File: src/rtl/core/sspt_pkg.sv
// ----------------------------------------------------------------------------
// sspt_pkg
// shared types and codes of the session slot pairing table
// ----------------------------------------------------------------------------
`default_nettype none

package sspt_pkg;

    localparam int SLOT_W    = 8;
    localparam int WORD_LOG  = 5;
    localparam int WORD_BITS = 1 << WORD_LOG;

    typedef logic [1:0]        op_t;
    typedef logic [2:0]        status_t;
    typedef logic [SLOT_W-1:0] slot_t;

    localparam op_t OP_ALLOC  = 2'd0;
    localparam op_t OP_CLOSE  = 2'd1;
    localparam op_t OP_PAIR   = 2'd2;
    localparam op_t OP_LOOKUP = 2'd3;

    localparam status_t ST_OK           = 3'd0;
    localparam status_t ST_NONE_FREE    = 3'd1;
    localparam status_t ST_BAD_SLOT     = 3'd2;
    localparam status_t ST_SELF         = 3'd3;
    localparam status_t ST_REQ_PAIRED   = 3'd4;
    localparam status_t ST_TGT_INACTIVE = 3'd5;
    localparam status_t ST_TGT_PAIRED   = 3'd6;
    localparam status_t ST_UNPAIRED     = 3'd7;

endpackage

`default_nettype wire

File: src/rtl/core/session_slot_pairing_table.sv
// ----------------------------------------------------------------------------
// session_slot_pairing_table
// Keeps which session slots (1 to SLOTS) are active and which slot each one
// is paired with. A command word is taken when start is high and busy is low.
// Allocate, lookup, closing an unpaired slot and every refused command finish
// in S_ALLOC or S_EXEC; closing a paired slot and a successful pairing also
// pass S_CLOSE2 or S_PAIR2, as the partner memory has one write port and both
// entries of the pair are written. The result word appears for one cycle with
// done, in the cycle busy drops, so the next start can be taken in that same
// cycle; the result cannot be held off and must be captured then. After reset
// the block clears both memories with busy high, one partner entry per cycle.
// The lowest free slot comes from 32-bit bitmap words with a full flag each.
// ----------------------------------------------------------------------------
`default_nettype none

module session_slot_pairing_table #(
    parameter int SLOTS = 128
) (
    input  wire                   clk,
    input  wire                   rst_n,
    input  wire                   start,
    output logic                  busy,
    input  wire sspt_pkg::op_t    op,
    input  wire sspt_pkg::slot_t  slot,
    input  wire sspt_pkg::slot_t  target_slot,
    output logic                  done,
    output sspt_pkg::status_t     status,
    output sspt_pkg::slot_t       granted_slot,
    output sspt_pkg::slot_t       partner_slot
);

    localparam int IW  = $clog2(SLOTS);
    localparam int WW  = sspt_pkg::WORD_BITS;
    localparam int WB  = sspt_pkg::WORD_LOG;
    localparam int NW  = (SLOTS + WW - 1) / WW;
    localparam int NWI = (NW > 1) ? $clog2(NW) : 1;
    localparam int XW  = (IW > sspt_pkg::SLOT_W) ? IW : sspt_pkg::SLOT_W;
    localparam logic [15:0] SLOTS_W = 16'(SLOTS);

    localparam logic [2:0] S_CLEAR  = 3'd0;
    localparam logic [2:0] S_IDLE   = 3'd1;
    localparam logic [2:0] S_ALLOC  = 3'd2;
    localparam logic [2:0] S_EXEC   = 3'd3;
    localparam logic [2:0] S_CLOSE2 = 3'd4;
    localparam logic [2:0] S_PAIR2  = 3'd5;

    function automatic logic [IW-1:0] slot_idx(input sspt_pkg::slot_t s);
        logic [XW-1:0] e;
        e = XW'(s) - XW'(1);
        return IW'(e);
    endfunction

    function automatic logic in_range(input sspt_pkg::slot_t s);
        return (s != '0) && (16'(s) <= SLOTS_W);
    endfunction

    function automatic logic [NWI-1:0] word_of(input logic [IW-1:0] idx);
        return NWI'(idx >> WB);
    endfunction

    function automatic logic [WB-1:0] bit_of(input logic [IW-1:0] idx);
        return WB'(idx);
    endfunction

    // slots past the top are marked taken so they are never granted
    function automatic logic [WW-1:0] init_word(input logic [NWI-1:0] w);
        logic [WW-1:0] r;
        for (int b = 0; b < WW; b++)
        begin
            r[b] = ((int'(w) * WW + b) >= SLOTS);
        end
        return r;
    endfunction

    // memories
    logic [sspt_pkg::SLOT_W-1:0] pmem [SLOTS];
    logic [WW-1:0]               bmem [NW];

    logic [2:0]            state_reg, state_next;
    sspt_pkg::op_t         op_reg;
    sspt_pkg::slot_t       me_reg, tgt_reg;
    logic                  none_free_reg;
    logic [NWI-1:0]        aw_reg;
    logic [IW-1:0]         pidx_reg, pidx_next;
    logic [IW-1:0]         clr_reg, clr_next;
    logic [NW-1:0]         full_reg, full_next;
    logic                  done_reg, done_next;
    sspt_pkg::status_t     status_reg, status_next;
    sspt_pkg::slot_t       granted_reg, granted_next;
    sspt_pkg::slot_t       partner_reg, partner_next;

    sspt_pkg::slot_t       pa_q, pb_q;
    logic [WW-1:0]         ba_q, bb_q;

    logic                  pm_we;
    logic [IW-1:0]         pm_waddr;
    sspt_pkg::slot_t       pm_wdata;
    logic                  bm_we;
    logic [NWI-1:0]        bm_waddr;
    logic [WW-1:0]         bm_wdata;

    logic [IW-1:0]         in_me_idx, in_tgt_idx;
    logic [NWI-1:0]        bm_raddr_a;
    logic [NWI-1:0]        ffw;
    logic                  any_free;
    logic [WB-1:0]         fb;
    logic [WW-1:0]         alloc_word;
    logic [IW-1:0]         alloc_idx;
    logic [IW:0]           alloc_num;
    logic [IW-1:0]         me_idx, tgt_idx;
    logic                  me_ok, tgt_act;
    logic                  accept;

    assign accept     = start && (state_reg == S_IDLE);
    assign in_me_idx  = slot_idx(slot);
    assign in_tgt_idx = slot_idx(target_slot);
    assign bm_raddr_a = (op == sspt_pkg::OP_ALLOC) ? ffw : word_of(in_me_idx);

    assign me_idx  = slot_idx(me_reg);
    assign tgt_idx = slot_idx(tgt_reg);
    assign me_ok   = in_range(me_reg) && ba_q[bit_of(me_idx)];
    assign tgt_act = in_range(tgt_reg) && bb_q[bit_of(tgt_idx)];

    // lowest word with a free slot
    always_comb
    begin
        ffw      = '0;
        any_free = 1'b0;
        for (int i = NW - 1; i >= 0; i--)
        begin
            if (!full_reg[i])
            begin
                ffw      = NWI'(i);
                any_free = 1'b1;
            end
        end
    end

    // lowest free slot in that word
    always_comb
    begin
        fb = '0;
        for (int i = WW - 1; i >= 0; i--)
        begin
            if (!ba_q[i])
            begin
                fb = WB'(i);
            end
        end
    end

    assign alloc_word = ba_q | (WW'(1) << fb);
    assign alloc_idx  = IW'({aw_reg, fb});
    assign alloc_num  = {1'b0, alloc_idx} + (IW + 1)'(1);

    always_ff @(posedge clk)
    begin
        if (pm_we)
        begin
            pmem[pm_waddr] <= pm_wdata;
        end
        pa_q <= pmem[in_me_idx];
        pb_q <= pmem[in_tgt_idx];
    end

    always_ff @(posedge clk)
    begin
        if (bm_we)
        begin
            bmem[bm_waddr] <= bm_wdata;
        end
        ba_q <= bmem[bm_raddr_a];
        bb_q <= bmem[word_of(in_tgt_idx)];
    end

    always_comb
    begin
        state_next   = state_reg;
        pidx_next    = pidx_reg;
        clr_next     = clr_reg;
        full_next    = full_reg;
        done_next    = 1'b0;
        status_next  = sspt_pkg::ST_OK;
        granted_next = '0;
        partner_next = '0;
        pm_we        = 1'b0;
        pm_waddr     = me_idx;
        pm_wdata     = '0;
        bm_we        = 1'b0;
        bm_waddr     = aw_reg;
        bm_wdata     = ba_q;

        case (state_reg)
            S_CLEAR:
            begin
                pm_we    = 1'b1;
                pm_waddr = clr_reg;
                if (clr_reg < IW'(NW))
                begin
                    bm_we    = 1'b1;
                    bm_waddr = NWI'(clr_reg);
                    bm_wdata = init_word(NWI'(clr_reg));
                end
                clr_next = clr_reg + IW'(1);
                if (clr_reg == IW'(SLOTS - 1))
                begin
                    state_next = S_IDLE;
                end
            end
            S_IDLE:
            begin
                if (start)
                begin
                    state_next = (op == sspt_pkg::OP_ALLOC) ? S_ALLOC : S_EXEC;
                end
            end
            S_ALLOC:
            begin
                done_next  = 1'b1;
                state_next = S_IDLE;
                if (none_free_reg)
                begin
                    status_next = sspt_pkg::ST_NONE_FREE;
                end
                else
                begin
                    bm_we             = 1'b1;
                    bm_waddr          = aw_reg;
                    bm_wdata          = alloc_word;
                    full_next[aw_reg] = &alloc_word;
                    pm_we             = 1'b1;
                    pm_waddr          = alloc_idx;
                    granted_next      = sspt_pkg::SLOT_W'(alloc_num);
                end
            end
            S_EXEC:
            begin
                done_next  = 1'b1;
                state_next = S_IDLE;
                if (!me_ok)
                begin
                    status_next = sspt_pkg::ST_BAD_SLOT;
                end
                else
                begin
                    case (op_reg)
                        sspt_pkg::OP_CLOSE:
                        begin
                            pm_we                      = 1'b1;
                            pm_waddr                   = me_idx;
                            bm_we                      = 1'b1;
                            bm_waddr                   = word_of(me_idx);
                            bm_wdata                   = ba_q & ~(WW'(1) << bit_of(me_idx));
                            full_next[word_of(me_idx)] = 1'b0;
                            if (in_range(pa_q))
                            begin
                                pidx_next  = slot_idx(pa_q);
                                done_next  = 1'b0;
                                state_next = S_CLOSE2;
                            end
                        end
                        sspt_pkg::OP_PAIR:
                        begin
                            if (tgt_reg == me_reg)
                            begin
                                status_next = sspt_pkg::ST_SELF;
                            end
                            else if (pa_q != '0)
                            begin
                                status_next = sspt_pkg::ST_REQ_PAIRED;
                            end
                            else if (!tgt_act)
                            begin
                                status_next = sspt_pkg::ST_TGT_INACTIVE;
                            end
                            else if (pb_q != '0)
                            begin
                                status_next = sspt_pkg::ST_TGT_PAIRED;
                            end
                            else
                            begin
                                pm_we      = 1'b1;
                                pm_waddr   = me_idx;
                                pm_wdata   = tgt_reg;
                                done_next  = 1'b0;
                                state_next = S_PAIR2;
                            end
                        end
                        sspt_pkg::OP_LOOKUP:
                        begin
                            if (pa_q == '0)
                            begin
                                status_next = sspt_pkg::ST_UNPAIRED;
                            end
                            else
                            begin
                                partner_next = pa_q;
                            end
                        end
                        default:
                        begin
                            status_next = sspt_pkg::ST_OK;
                        end
                    endcase
                end
            end
            S_CLOSE2:
            begin
                pm_we      = 1'b1;
                pm_waddr   = pidx_reg;
                done_next  = 1'b1;
                state_next = S_IDLE;
            end
            S_PAIR2:
            begin
                pm_we        = 1'b1;
                pm_waddr     = tgt_idx;
                pm_wdata     = me_reg;
                partner_next = tgt_reg;
                done_next    = 1'b1;
                state_next   = S_IDLE;
            end
            default:
            begin
                state_next = S_IDLE;
            end
        endcase
    end

    always_ff @(posedge clk or negedge rst_n)
    begin
        if (!rst_n)
        begin
            state_reg <= S_CLEAR;
            clr_reg   <= '0;
            full_reg  <= '0;
            done_reg  <= 1'b0;
        end
        else
        begin
            state_reg <= state_next;
            clr_reg   <= clr_next;
            full_reg  <= full_next;
            done_reg  <= done_next;
        end
    end

    always_ff @(posedge clk)
    begin
        if (accept)
        begin
            op_reg        <= op;
            me_reg        <= slot;
            tgt_reg       <= target_slot;
            none_free_reg <= !any_free;
            aw_reg        <= ffw;
        end
        pidx_reg    <= pidx_next;
        status_reg  <= status_next;
        granted_reg <= granted_next;
        partner_reg <= partner_next;
    end

    assign busy         = (state_reg != S_IDLE);
    assign done         = done_reg;
    assign status       = status_reg;
    assign granted_slot = granted_reg;
    assign partner_slot = partner_reg;

endmodule

`default_nettype wire

File: config.mk
export PLATFORM = sky130hd
export DESIGN_NAME = session_slot_pairing_table
export DESIGN_NICKNAME = d
export VERILOG_FILES = /design/src/rtl/core/sspt_pkg.sv /design/src/rtl/core/session_slot_pairing_table.sv
export SDC_FILE = /design/constraint.sdc
export NUM_CORES = 2
export LEC_CHECK = 0
export ABC_AREA = 1
export BUFFER_PORTS_ARGS = -buffer_cell sky130_fd_sc_hd__buf_4
export CELL_PAD_IN_SITES_DETAIL_PLACEMENT = 2
export CELL_PAD_IN_SITES_GLOBAL_PLACEMENT = 2
export CORE_MARGIN = 2
export CORE_UTILIZATION = 25
export DETAILED_ROUTE_END_ITERATION = 8
export PLACE_DENSITY = 0.62
export RECOVER_POWER = 100
export SLEW_MARGIN = 20
export SYNTH_ARGS = -nofsm -noshare
export SYNTH_HDL_FRONTEND = slang
export SYNTH_SLANG_ARGS = --single-unit
File: constraint.sdc
create_clock -name clk -period 10.4 [get_ports clk]
set_input_delay 0 -clock clk [delete_from_list [all_inputs] [get_ports clk]]
set_output_delay 0 -clock clk [all_outputs]
set_load 0.01 [all_outputs]
# Word-level counts from Yosys, hierarchy flattened
# Memory sizes are Yosys's and may differ from the RTL's. A register that Yosys moved wholly into a read port is not among the register bits.
# Cells that the tools add are included.
# totals
latchBits,0
ram_bits,1152
out_inout_bits,21
in_bits,21
regBits,62
n_memories,2
mem_bits_ro,0
# mem_list
memory,depth,word_bits,read_ports,rd_clocked_by_memory_dff,wr,line,rtl
pmem,128,8,2,2,1,session_slot_pairing_table.sv:76,logic [sspt_pkg::SLOT_W-1:0] pmem [SLOTS];
bmem,4,32,2,2,1,session_slot_pairing_table.sv:77,logic [WW-1:0] bmem [NW];
# op_classes
eq_ne,16
order_cmp,42
bitwise,6
n_shift,2
addsub,38
muxes,120
n_mul,0
div,0
n_reduce_logical,24
# ops
cell,count
"8-bit greater-or-equal comparator, second input constant",31
5-bit 2-to-1 mux,32
"7-bit by 5-bit adder with 8-bit output, second input constant",16
32-bit 2-to-1 mux,4
32-bit case mux with 3 select lines,1
8-bit 2-to-1 mux,9
"7-bit by 4-bit adder with 8-bit output, second input constant",8
"1-bit by 5-bit left shift with 32-bit output, first input constant",2
3-bit 2-to-1 mux,14
"7-bit by 1-bit subtractor with 7-bit output, second input constant",5
"7-bit by 3-bit adder with 8-bit output, second input constant",4
32-bit AND,1
32-bit NOT,1
32-bit bitwise OR,1
8-bit case mux with 2 select lines,2
32-bit AND reduction,1
8-bit nonzero test,4
1-bit 2-to-1 mux,29
7-bit case mux with 4 select lines,1
"8-bit less-or-equal comparator, second input constant",3
3-bit case mux with 2 select lines,3
"7-bit by 1-bit adder with 8-bit output, second input constant",2
"7-bit by 2-bit adder with 8-bit output, second input constant",2
2-bit 2-to-1 mux,8
39 further kinds,64

# Logic depth before layout (Yosys ltp)
# logic_depth
word_depth,38
ltp_mapped,44
depth_no_buf,44

# Worst setup path after synthesis
# Ideal clock, no wire load.
# synth_timing
path_kind,reg2reg
startpoint,register me_reg[0]
endpoint,"memory pmem[0][0] in the netlist's numbering, data pin"
t_required_ps,9159
path_buffers,4
setup_slack_ps,1257
setup_ps,1241
period_less_slack_ps,9143
arrival_time_ps,7902
path_stages_with_launch,16
cell_sequence,edfxtp_1 buf_2 inv_1 clkbuf_1 ha_1 xnor2_1 clkbuf_1 o221ai_1 o211ai_1 nand3_1 nand2_1 nand2_1 nor2_1 inv_1 clkbuf_1 o32ai_1
# synth_via
elab_chain_len,6
# synth_lines
item,line,rtl
"start, declared",session_slot_pairing_table.sv:81,"sspt_pkg::slot_t me_reg, tgt_reg;"
"start signal, assigned",session_slot_pairing_table.sv:353,me_reg <= slot;
7-bit by 1-bit subtractor with 7-bit output,session_slot_pairing_table.sv:49,e = XW'(s) - XW'(1);
1-bit binary-select mux with 5-bit select,session_slot_pairing_table.sv:121,assign me_ok = in_range(me_reg) && ba_q[bit_of(me_idx)];
1-bit 2-to-1 mux (not written as such),session_slot_pairing_table.sv:121,
1-bit logical AND,session_slot_pairing_table.sv:121,
8-bit 2-to-1 mux,session_slot_pairing_table.sv:240,if (!me_ok)
8-bit case mux with 2 select lines (*),session_slot_pairing_table.sv:193,case (state_reg)
named net pm_wdata[0],session_slot_pairing_table.sv:97,sspt_pkg::slot_t pm_wdata;
"end, declared",session_slot_pairing_table.sv:76,
# Mark *: on every way through the listed nets, which the timed path passes. The rest lies on a longest branch. The select of a mux whose other input is x is not followed.

# Worst setup path in the final report
# layout_timing
startpoint,register me_reg[0]
endpoint,memory pmem[81][0] in the netlist's numbering (enable)
# layout_via
elab_chain_len,8
# layout_lines
item,line,rtl
7-bit by 1-bit subtractor with 7-bit output,session_slot_pairing_table.sv:49,
1-bit binary-select mux with 5-bit select,session_slot_pairing_table.sv:121,
1-bit 2-to-1 mux (not written as such),session_slot_pairing_table.sv:121,
1-bit logical AND,session_slot_pairing_table.sv:121,
1-bit 2-to-1 mux,session_slot_pairing_table.sv:240,
1-bit case mux with 3 select lines,session_slot_pairing_table.sv:193,
1-bit 2-to-1 mux,session_slot_pairing_table.sv:158,if (pm_we)
1-bit 2-to-1 mux (not written as such),session_slot_pairing_table.sv:160,pmem[pm_waddr] <= pm_wdata;
# Parallel ways exist; a longest one is shown, timed or not. The select of a mux whose other input is x is not followed.

==> results.sh <==
export IMPL_outcome="finished, violations left"
export IMPL_clkSinkCount=1294
export IMPL_firstDrtPassIters=7
export IMPL_path_max_fanout=29
export IMPL_yosysTopAreaCell="edfxtp_1"
export IMPL_grt_use_total=0.224
export IMPL_whs_ns=0.333
export IMPL_hpwl_um=185000
export IMPL_drt_total_wl_um=294000
export IMPL_port_buffers=41
export IMPL_max_slew_margin=-1.72
export IMPL_syn2layout_area_growth_pct=13.9
export IMPL_grt_overflow_total=0
export IMPL_hold_viol=0
export IMPL_period_needed_ns=8.71
export IMPL_start_util=0.252
export IMPL_die_area_sq_um=254000
export IMPL_cts_htree_levels=4
export IMPL_min_path_type="input pin to flop"
export IMPL_ys_types=51
export IMPL_largest_register="pmem"
export IMPL_synth_edf_count=1180
export IMPL_postSynthAreaPerCell_sq_um=9.71
export IMPL_hold_depth=4
export IMPL_core_sq_um=249000
export IMPL_final_cell_mix="1511 x nor2_1, 1497 x o21ai_0, 1180 x edfxtp_1"
export IMPL_grt_setup_unrepaired="false"
export IMPL_grt_pass1_vias=56400
export IMPL_critPathLaunchType="flop"
export IMPL_fill_cells=27500
export IMPL_p_leak_nw=21.3
export IMPL_clk_pin_slew_ns=0.06
export IMPL_fin_tns_setup_ns=0
export IMPL_rows=183
export IMPL_power_density_nw_per_um2=217
export IMPL_post_cts_resize_count=0
export IMPL_crit_chain="clkbuf_1 > inv_1 > nand2_1 > xor2_1 > inv_1 > o211ai_1 > nand3_1 > nand2_1 > nand2_1 > nor2_1 > inv_1 > nor2_1 > a21oi_1 > nor3_1 > nand2_1 > nor2_1"
export IMPL_drc=0
export IMPL_synth_area_leaders="edfxtp_1 57%, o21ai_0 12%, nor2_1 9.1%, o22ai_1 4.2%, o221ai_1 3.2%"
export IMPL_synth_top_area_share=0.566
export IMPL_path_class="flop to flop"
export IMPL_fp_dieW_um=504
export IMPL_ys_flop_type="edfxtp_1"
export IMPL_peakVddDrop_mv=0.187
export IMPL_r2r_slack_ns=1.69
export IMPL_slowest_delay_ns=1.60
export IMPL_skew_ns=0.0407
export IMPL_synthCells=6445
export IMPL_ys_warn_count=0
export IMPL_max_freq_ghz=0.115
export IMPL_cts_tree="built"
export IMPL_largest_reg_flops=1024
export IMPL_cp_common_cell="nand2_1"
export IMPL_grt_antenna_before_repair=15
export IMPL_insertion_delay_ns=0.83
export IMPL_multiInputGateArea_sq_um=22200
export IMPL_grt_max_degree=148
export IMPL_grt_pass1_wl_um=423000
export IMPL_synth_seq_cells=1294
export IMPL_drv_cap=19
export IMPL_syn_num_nets=6483
export IMPL_dieHeight_um=504
export IMPL_final_common_cell="nor2_1"
export IMPL_final_nets=6294
export IMPL_slew_viol_final=742
export IMPL_cts_max_path_buffers=3
export IMPL_reg2reg_depth=16
export IMPL_endpoint_kind="flop"
export IMPL_worst_endpoint_required_ns=10.82
export IMPL_critPathSlowestCell="nor3_1"
export IMPL_violations="max-capacitance violations, max-slew violations"
export IMPL_register_area_sq_um=37800
export IMPL_period_share=0.838
export IMPL_worstPathArrival_ns=9.13
export IMPL_ios=42
export IMPL_wl_per_cell_um=30.3
export IMPL_gp_congestion=0.894
export IMPL_drive_above_1_share=0.0570
export IMPL_reg_largest_list="pmem x1024, bmem x128"
export IMPL_finalSetupViolCount=0
export IMPL_root_buffer="clkbuf_16"
export IMPL_synth_area_sq_um=62600
export IMPL_synth_seq_area_share=0.604
export IMPL_dr_total_vias=54500
export IMPL_drtIter0Drc=5493
export IMPL_async_flop_share=0.0116
export IMPL_route_detailed_vias_per_inst=5.62
export IMPL_numCtsBuffers=149
export IMPL_worst_slew_pin_slew_ns=4.08
export IMPL_ant_nets=0
metrics by stage:
step	instances	total power, mW	worst slack [ns]	area [sq um]	utilization
6_report	9706	15.5	1.69	71200	0.286
2_1_floorplan	6445	8.30	1.26	62600	-
4_1_cts	9702	15.6	3.34	71600	0.288
3_5_place_dp	9398	10.2	3.35	66500	0.267
3_3_place_gp	9398	10.2	3.52	66500	0.267
5_1_grt	9704	16.0	1.40	71200	0.286
timing repair:
| item | CTS | global route |
|---|---|---|
| setup buffers | 0 | 0 |
| hold endpoints to repair | 37 | 0 |
| hold buffers | 37 | 0 |
per-layer routing:
layer,wire (um),GRT usage,vias up
met5,100,0,-
met4,9420,0.0710,8
met3,16900,0.0298,389
met2,135000,0.359,1838
met1,133000,0.312,29000
li1,-,-,23300
cell families (layout without fill, tap and decap cells):
family / Yosys count / count (layout) / synth area share
buffers and inverters: 723 / 650 / 0.0437
AO/OA/AOI/OAI: 2429 / 2429 / 0.222
XOR/XNOR: 33 / 33 / 0.00462
AND/OR/NAND/NOR: 1949 / 1949 / 0.122
flip-flops: 1294 / 1294 / 0.604
adder cells (fa/ha/maj): 17 / 17 / 0.00340
other: 0 / 4 / 0
Yosys cell counts (all sizes together), types with 7 or more instances:
cell type / number
a21o: 7
o22ai: 422
a22oi: 11
ha: 17
o211ai: 24
o311ai: 7
a32oi: 13
xor2: 25
o32ai: 7
dfxtp: 99
inv: 193
nand3: 94
edfxtp: 1180
buf: 53
nand2: 281
clkinv: 10
a21oi: 140
a221oi: 10
dfrtp: 15
clkbuf: 467
nand4: 19
nor2: 1520
a31oi: 28
nor3: 23
o21ai: 1505
xnor2: 8
o221ai: 231
power breakdown:
| group | switching, mW | internal, mW | leakage, nW |
|---|---|---|---|
| registers | 0.299 | 6.15 | 10.4 |
| logic | 2.94 | 0.784 | 8.55 |
| clock network | 2.26 | 3.04 | 2.33 |
| total | 5.51 | 9.97 | 21.3 |
final cells by class:
cell class / instances / area share
diodes: 4 / 0.000141
clock buffers: 181 / 0.0551
repair buffers: 180 / 0.0203
clock inverters: 86 / 0.0122
inverters: 203 / 0.0112
multi-input cells: 4428 / 0.312
flip-flops and latches: 1294 / 0.530
well taps: 3330 / 0.0585
worst paths after layout:
check	from	to
setup reg to reg	me_reg[0]	pmem[81][0]
hold / removal	start	state_reg[1]
hold reg to reg	clr_reg[5]	clr_reg[5]
setup / recovery	me_reg[0]	pmem[81][0]
max in group asynchronous	rst_n	clr_reg[2]
min in group asynchronous	rst_n	full_reg[0]
critical path: cells and delay by family, from the launching register on:
kind	cells	cell delay, ns
xor gates and xnor gates	1	0.69
AOI/OAI and AO/OA	2	0.41
buffers and inverters	4	2.53
DFF	1	0.32
and+or+nand+nor	9	4.33
Note: power is estimated with default switching activity, not from simulation.
